<file path="config.mk">
export PLATFORM = sky130hd
export DESIGN_NAME = k_mismatch_string_matcher
export DESIGN_NICKNAME = d
export VERILOG_FILES = /design/src/sv/kmsm_pkg.sv /design/src/sv/k_mismatch_string_matcher.sv
export SDC_FILE = /design/constraint.sdc
export NUM_CORES = 2
export LEC_CHECK = 0
export ABC_AREA = 1
export BUFFER_PORTS_ARGS = -buffer_cell sky130_fd_sc_hd__buf_2
export CORE_MARGIN = 2
export CORE_UTILIZATION = 59
export CTS_CLUSTER_SIZE = 40
export DETAILED_ROUTE_END_ITERATION = 7
export GPL_TIMING_DRIVEN = 0
export PLACE_DENSITY_LB_ADDON = 0.3
export SKIP_LAST_GASP = 1
export SLEW_MARGIN = 20
export SYNTH_ARGS = -nofsm -noshare
export SYNTH_HDL_FRONTEND = slang
export SYNTH_SLANG_ARGS = --single-unit
</file>
<file path="constraint.sdc">
create_clock -name i_clk -period 26.4 [get_ports i_clk]
set_input_delay 2.64 -clock i_clk [delete_from_list [all_inputs] [get_ports i_clk]]
set_output_delay 2.64 -clock i_clk [all_outputs]
set_load 0.02 [all_outputs]
</file>
<file path="src/sv/kmsm_pkg.sv">
// Package for the k-mismatch string matcher.
// Sizes, field widths and codes shared by the matcher RTL; no dependencies.
package kmsm_pkg;

    // Pattern storage and alignment lanes
    localparam int MAX_PATTERN = 64;
    localparam int IDX_W       = $clog2(MAX_PATTERN);
    localparam int BYTE_W      = 8;

    // Per-alignment mismatch counter; a lane never exceeds MAX_PATTERN
    localparam int CNT_W   = 7;
    localparam int LEN_W   = 7;
    localparam int TOTAL_W = 32;

    // Stream payload widths
    localparam int S_TDATA_W = 16;
    localparam int S_TUSER_W = 2;
    localparam int M_TDATA_W = 40;
    localparam int M_TUSER_W = 1;

    // Configuration port
    localparam int APB_AW = 3;
    localparam int APB_DW = 32;

    // Request kinds
    localparam logic REQ_PATTERN = 1'b0;
    localparam logic REQ_TEXT    = 1'b1;

    // Register select (word address bit)
    localparam logic REG_LENGTH   = 1'b0;
    localparam logic REG_MAX_MISM = 1'b1;

endpackage

</file>
<file path="src/sv/k_mismatch_string_matcher.sv">
// k-mismatch string matcher: each input beat passes through the input register,
// then the shift-add update into the result register.
// Throughput one beat per cycle while the output is not stalled; every lane counter updates in parallel.
// Reset (i_rst_n low, synchronous) clears counters, position, count, max
// mismatches and both valid flags and sets the length to one; pattern bytes
// stay undefined until written. Depends on kmsm_pkg.
module k_mismatch_string_matcher (
    input  logic                            i_clk,
    input  logic                            i_rst_n,
    // slave stream
    input  logic                            s_axis_tvalid,
    output logic                            s_axis_tready,
    // [5:0] pattern_index, [13:6] data_byte, [15:14] zero
    input  logic [kmsm_pkg::S_TDATA_W-1:0]  s_axis_tdata,
    // [0] req_type, [1] first_of_text
    input  logic [kmsm_pkg::S_TUSER_W-1:0]  s_axis_tuser,
    // master stream
    output logic                            m_axis_tvalid,
    input  logic                            m_axis_tready,
    // [6:0] window_mismatches, [38:7] match_total, [39] zero
    output logic [kmsm_pkg::M_TDATA_W-1:0]  m_axis_tdata,
    // [0] match
    output logic [kmsm_pkg::M_TUSER_W-1:0]  m_axis_tuser,
    // configuration
    input  logic                            psel,
    input  logic                            penable,
    input  logic                            pwrite,
    input  logic [kmsm_pkg::APB_AW-1:0]     paddr,
    input  logic [kmsm_pkg::APB_DW-1:0]     pwdata,
    output logic [kmsm_pkg::APB_DW-1:0]     prdata,
    output logic                            pready
);

    localparam int NP = kmsm_pkg::MAX_PATTERN;
    localparam int CW = kmsm_pkg::CNT_W;
    localparam int LW = kmsm_pkg::LEN_W;
    localparam int TW = kmsm_pkg::TOTAL_W;
    localparam int XW = kmsm_pkg::IDX_W;
    localparam int BW = kmsm_pkg::BYTE_W;

    // Config registers
    logic [LW-1:0] r_len;
    logic [LW-1:0] r_max;

    // Input register
    logic          r_in_valid;
    logic          r_in_req;
    logic          r_in_first;
    logic [XW-1:0] r_in_idx;
    logic [BW-1:0] r_in_byte;

    // Matcher state
    logic [BW-1:0] r_pat [NP];
    logic [CW-1:0] r_cnt [NP];
    logic [CW-1:0] n_cnt [NP];
    logic [LW-1:0] r_pos;
    logic [LW-1:0] n_pos;
    logic [TW-1:0] r_total;
    logic [TW-1:0] n_total;

    // Result register
    logic          r_out_valid;
    logic          r_out_match;
    logic [CW-1:0] r_out_mism;
    logic [TW-1:0] r_out_total;
    logic          n_match;
    logic [CW-1:0] n_mism;

    logic          w_out_ready;
    logic          w_go;
    logic          w_text;
    logic [LW-1:0] w_m;
    logic [XW-1:0] w_m_idx;
    logic [CW-1:0] w_sel;
    logic          w_full;
    logic          w_hit;
    logic          w_cfg_wr;

    // Handshake: input register refills whenever it is empty or its beat moves on
    assign w_out_ready   = !r_out_valid || m_axis_tready;
    assign w_go          = r_in_valid && w_out_ready;
    assign s_axis_tready = !r_in_valid || w_go;
    assign w_text        = (r_in_req == kmsm_pkg::REQ_TEXT);

    assign m_axis_tvalid = r_out_valid;
    assign m_axis_tdata  = {1'b0, r_out_total, r_out_mism};
    assign m_axis_tuser  = r_out_match;

    // APB: zero-wait writes and reads
    assign pready   = 1'b1;
    assign w_cfg_wr = psel && penable && pwrite && pready;

    always_comb begin
        case (paddr[2])
            kmsm_pkg::REG_LENGTH:   prdata = {{(kmsm_pkg::APB_DW-LW){1'b0}}, r_len};
            kmsm_pkg::REG_MAX_MISM: prdata = {{(kmsm_pkg::APB_DW-LW){1'b0}}, r_max};
            default:                prdata = '0;
        endcase
    end

    always_ff @(posedge i_clk) begin
        if (!i_rst_n) begin
            r_len <= LW'(1);
            r_max <= '0;
        end else if (w_cfg_wr) begin
            case (paddr[2])
                kmsm_pkg::REG_LENGTH:   r_len <= pwdata[LW-1:0];
                kmsm_pkg::REG_MAX_MISM: r_max <= pwdata[LW-1:0];
                default: ;
            endcase
        end
    end

    // Effective pattern length: zero acts as one, clamp at the lane count
    always_comb begin
        if (r_len == '0) begin
            w_m = LW'(1);
        end else if (r_len > LW'(NP)) begin
            w_m = LW'(NP);
        end else begin
            w_m = r_len;
        end
    end
    assign w_m_idx = XW'(w_m - LW'(1));

    // Shift-add across all lanes; a new text starts from cleared counters.
    // Lane j holds at most j+1 mismatches, so no saturation is needed.
    always_comb begin
        n_cnt[0] = CW'(r_pat[0] != r_in_byte);
        for (int j = 1; j < NP; j++) begin
            n_cnt[j] = (r_in_first ? CW'(0) : r_cnt[j-1])
                     + CW'(r_pat[j] != r_in_byte);
        end
    end

    // Text position, saturating at the lane count
    always_comb begin
        n_pos = r_in_first ? LW'(0) : r_pos;
        if (n_pos < LW'(NP)) begin
            n_pos = n_pos + LW'(1);
        end
    end

    // Judge the window ending at this byte
    assign w_sel  = n_cnt[w_m_idx];
    assign w_full = (n_pos >= w_m);
    assign w_hit  = w_full && (w_sel <= r_max);

    always_comb begin
        n_total = r_in_first ? TW'(0) : r_total;
        if (w_hit && (n_total != {TW{1'b1}})) begin
            n_total = n_total + TW'(1);
        end
    end

    // Shown count: the counter when it matches, else max plus one (fits, < 65)
    always_comb begin
        n_match = 1'b0;
        n_mism  = '0;
        if (w_full) begin
            n_match = w_hit;
            n_mism  = w_hit ? w_sel : (r_max + LW'(1));
        end
    end

    // Input register
    always_ff @(posedge i_clk) begin
        if (!i_rst_n) begin
            r_in_valid <= 1'b0;
        end else if (s_axis_tready) begin
            r_in_valid <= s_axis_tvalid;
        end
    end

    always_ff @(posedge i_clk) begin
        if (s_axis_tready && s_axis_tvalid) begin
            r_in_req   <= s_axis_tuser[0];
            r_in_first <= s_axis_tuser[1];
            r_in_idx   <= s_axis_tdata[XW-1:0];
            r_in_byte  <= s_axis_tdata[XW+BW-1:XW];
        end
    end

    // Pattern bytes: written by index, no reset
    always_ff @(posedge i_clk) begin
        if (w_go && !w_text) begin
            r_pat[r_in_idx] <= r_in_byte;
        end
    end

    // Counter bank, position and running count
    always_ff @(posedge i_clk) begin
        if (!i_rst_n) begin
            for (int j = 0; j < NP; j++) begin
                r_cnt[j] <= '0;
            end
            r_pos   <= '0;
            r_total <= '0;
        end else if (w_go && w_text) begin
            for (int j = 0; j < NP; j++) begin
                r_cnt[j] <= n_cnt[j];
            end
            r_pos   <= n_pos;
            r_total <= n_total;
        end
    end

    // Result register
    always_ff @(posedge i_clk) begin
        if (!i_rst_n) begin
            r_out_valid <= 1'b0;
        end else if (w_out_ready) begin
            r_out_valid <= r_in_valid;
        end
    end

    always_ff @(posedge i_clk) begin
        if (w_go) begin
            if (w_text) begin
                r_out_match <= n_match;
                r_out_mism  <= n_mism;
                r_out_total <= n_total;
            end else begin
                r_out_match <= 1'b0;
                r_out_mism  <= '0;
                r_out_total <= r_total;
            end
        end
    end

endmodule
</file>
==> impl_metrics.env <==
export IMPL_outcome="finished, final reports clean"
export IMPL_crit_path_end_kind="register"
export IMPL_cap_violations=0
export IMPL_cts_tree="built"
export IMPL_fin_skew_ns=0.02643
export IMPL_synthDominantCellAreaShare_pct=51.65
export IMPL_avgRoutedWirePerCell_um=30.14
export IMPL_cts_root_buffer="clkbuf_16"
export IMPL_drt_wl_total_um=233300
export IMPL_layout_setup_ws_ns=17.41
export IMPL_chipHeight_um=316.0
export IMPL_vias_per_cell=6.301
export IMPL_r2r_cells=35
export IMPL_place_gp_congestion=1.053
export IMPL_yosysWarningCount=0
export IMPL_synth_area_um2=57440
export IMPL_die_w_um=316.0
export IMPL_ctsHoldBuffers=0
export IMPL_cpMostUsedCell="nand2_1"
export IMPL_fmax_mhz=111.3
export IMPL_regToRegSetupSlack_ns=17.41
export IMPL_tightestPinTransition_ns=1.354
export IMPL_rsz0062_at_grt="false"
export IMPL_cts_resized=0
export IMPL_min_period_ns=8.988
export IMPL_cp_arrival_ns=9.45
export IMPL_drive_gt1_share_pct=9.183
export IMPL_crit_path_start_kind="register"
export IMPL_r2r_start="r_in_first"
export IMPL_p_leak_nw=25.26
export IMPL_synth_top_cell_by_area="edfxtp_1"
export IMPL_finalSetupViolCount=0
export IMPL_critPathKind="register to register"
export IMPL_drtIter0Drc=8401
export IMPL_ys_ff_latch=1043
export IMPL_nNetsFinal=6556
export IMPL_antenna_found_initial=23
export IMPL_cp_required_ns=26.86
export IMPL_row_count=114
export IMPL_fp_dieArea_um2=99870
export IMPL_cts_setup_buffers=0
export IMPL_path_max_fanout=11
export IMPL_drc=0
export IMPL_max_vdd_ir_drop_mv=0.05888
export IMPL_num_vias=48780
export IMPL_grt_pass1_vias=45140
export IMPL_drt_pass1_iter_count=7
export IMPL_h_tree_depth=3
export IMPL_ant_nets=0
export IMPL_power_density_nw_per_um2=64.14
export IMPL_grt_usage_pct=46.17
export IMPL_slew_viol_final=0
export IMPL_grt_pass1_wl_um=322500
export IMPL_period_share_pct=34.05
export IMPL_r2r_end="r_out_total[19]"
export IMPL_crit_path_end="r_out_total[19]"
export IMPL_overflow=0
export IMPL_areaGrowthSynthToFinish_pct=11.46
export IMPL_clkTransAtPathRegs_ns=0.06
export IMPL_timing_slew_headroom_pct=9.714
export IMPL_core_um2=96570
export IMPL_avgSynthCellArea_um2=9.421
export IMPL_clockBufferDepth=3
export IMPL_numCtsBuffers=109
export IMPL_finalSetupTns_ns=0
export IMPL_startpoint="r_in_first"
export IMPL_synthCells=6097
export IMPL_slowest_stage="buf_2"
export IMPL_ys_top_cells_by_area="edfxtp_1 52%, nand2_1 7.1%, xor2_1 6.9%"
export IMPL_hold_class="register to register"
export IMPL_hpwl_um=159200
export IMPL_ys_seq_area_share_pct=53.57
export IMPL_ios=136
export IMPL_p_total_mw=4.106
export IMPL_place_ws_ns=17.97
export IMPL_ys_types=51
export IMPL_cpPeakStageDelay_ns=0.66
export IMPL_hold_violations=0
export IMPL_cts_sinks=1043
export IMPL_numPortBuffers=78
export IMPL_worstSkewPairLatency_ns=0.73
export IMPL_initial_core_util_pct=59.48
export IMPL_grt_max_degree=57
-- cell type report --
class,instances,area (um^2)
Sequential cell,1043,30770
Clock buffer,132,2835
Timing Repair Buffer,120,1182
Multi-Input combinational cell,4143,22820
Fill cell,7539,32540
Clock inverter,73,769.5
Tap cell,1276,1597
Buffer,306,1637
Antenna cell,18,45.04
Inverter,630,2365
-- report_power, final --
group	switching, mW	leakage, nW	total [mW]	internal [mW]
logic	0.463	13.6	0.615	0.153
clock network	0.716	1.74	1.59	0.879
registers	0.0319	9.95	1.90	1.86
-- placed cells by master (no fill, tap or decap), types with 7 or more instances in the layout --
| master | synthesis | routed |
|---|---|---|
| nor2_1 | 915 | 915 |
| buf_1 | 30 | 24 |
| nor4_1 | 58 | 58 |
| nand3_1 | 555 | 555 |
| o21bai_1 | 38 | 38 |
| nor3_2 | 27 | 28 |
| buf_4 | 42 | 42 |
| nand4_1 | 180 | 180 |
| conb_1 | 2 | 27 |
| bufinv_16 | 0 | 11 |
| clkinv_2 | 0 | 20 |
| or4_1 | 9 | 9 |
| buf_6 | 16 | 17 |
| nor3_1 | 35 | 34 |
| clkbuf_2 | 0 | 24 |
| or2_2 | 15 | 15 |
| clkbuf_1 | 88 | 86 |
| a21oi_1 | 71 | 71 |
| o211ai_1 | 41 | 41 |
| clkinv_1 | 2 | 25 |
| xnor2_1 | 229 | 228 |
| o21ai_1 | 10 | 10 |
| o21ai_0 | 162 | 162 |
| ha_1 | 143 | 143 |
| a21o_1 | 28 | 28 |
| nand2_1 | 1085 | 1084 |
| buf_16 | 0 | 12 |
| diode_2 | 0 | 18 |
| nor2_2 | 17 | 17 |
| clkbuf_16 | 0 | 110 |
| nand2_2 | 7 | 7 |
| buf_8 | 1 | 27 |
| buf_2 | 129 | 213 |
| edfxtp_1 | 988 | 988 |
| xor2_1 | 452 | 452 |
| inv_1 | 622 | 621 |
| dfxtp_1 | 55 | 55 |
| inv_2 | 6 | 7 |
-- worst max-delay path: cells and delay by family (launching register included) --
kind	cells	cell delay (ns)
buf+inv	10	3.93
simple gates	17	2.46
fa+ha+maj	3	0.95
compound gates	5	0.70
flops	1	0.57
-- cells in the mapped netlist, drive strengths merged --
| library cell | number |
|---|---|
| o21bai | 38 |
| and3 | 2 |
| nand3b | 4 |
| xor2 | 454 |
| clkbuf | 88 |
| nand2 | 1092 |
| a31oi | 5 |
| a21oi | 73 |
| or2 | 15 |
| nand3 | 556 |
| a21o | 28 |
| dfxtp | 55 |
| nor4 | 62 |
| nand4 | 180 |
| o32ai | 1 |
| o22ai | 5 |
| nor3b | 1 |
| buf | 218 |
| o211ai | 41 |
| a21boi | 1 |
| nor2 | 939 |
| o21ai | 173 |
| o21a | 1 |
| nor3 | 62 |
| clkinv | 2 |
| conb | 2 |
| inv | 628 |
| ha | 143 |
| or4 | 9 |
| edfxtp | 988 |
| xnor2 | 229 |
| and2 | 2 |
-- state kept, by name (all words and copies together) (netlist names), 6 cells and up --
register and cells:
r_total 32, r_out_total 32, r_in_idx 6, r_pos 7, r_max 7, r_pat 512, r_in_byte 8, r_out_mism 7
r_cnt 420, r_len 7
-- how the worst min path moves through the flow --
stage | from | to | depth (start not counted)
floorplan | r_total[10] | r_total[10] | 2
detailed placement | r_total[10] | r_total[10] | 2
global placement | r_total[19] | r_total[19] | 2
CTS | r_total[10] | r_total[10] | 2
finish | r_total[2] | r_total[2] | 2
global route | r_total[10] | r_total[10] | 2
-- stage by stage --
| stage | instance area (um^2) | utilization (%) | std cells | hold WS, ns |
|---|---|---|---|---|
| 2_1_floorplan | 57540 | - | 6122 | 0.4446 |
| 3_3_place_gp | 59520 | 61.64 | 7476 | 0.4562 |
| 3_5_place_dp | 60350 | 62.50 | 7517 | 0.4656 |
| 4_1_cts | 63960 | 66.23 | 7722 | 0.4737 |
| 5_1_grt | 63990 | 66.27 | 7728 | 0.4918 |
| 6_report | 64020 | 66.30 | 7741 | 0.4765 |
-- logic make-up after synthesis --
kind of cell / after synthesis / synth area share [%]
AOI/OAI and AO/OA: 366 / 3.725
other: 2 / 0.01307
buffers and inverters: 936 / 6.901
xor gates and xnor gates: 683 / 10.46
and+or+nand+nor: 2924 / 22.22
adders and majority gates: 143 / 3.115
DFF: 1043 / 53.57
-- layer usage --
layer  track usage [%]  vias up  part of all wire (%)
met1             56.89    23030                    35
met3             17.88     1035                    15
met4             33.25       26                   8.5
met5             1.563        -                  0.14
li1                  -    20810                     -
met2             66.20     3880                    42
Note: power is estimated with default switching activity, not from simulation.
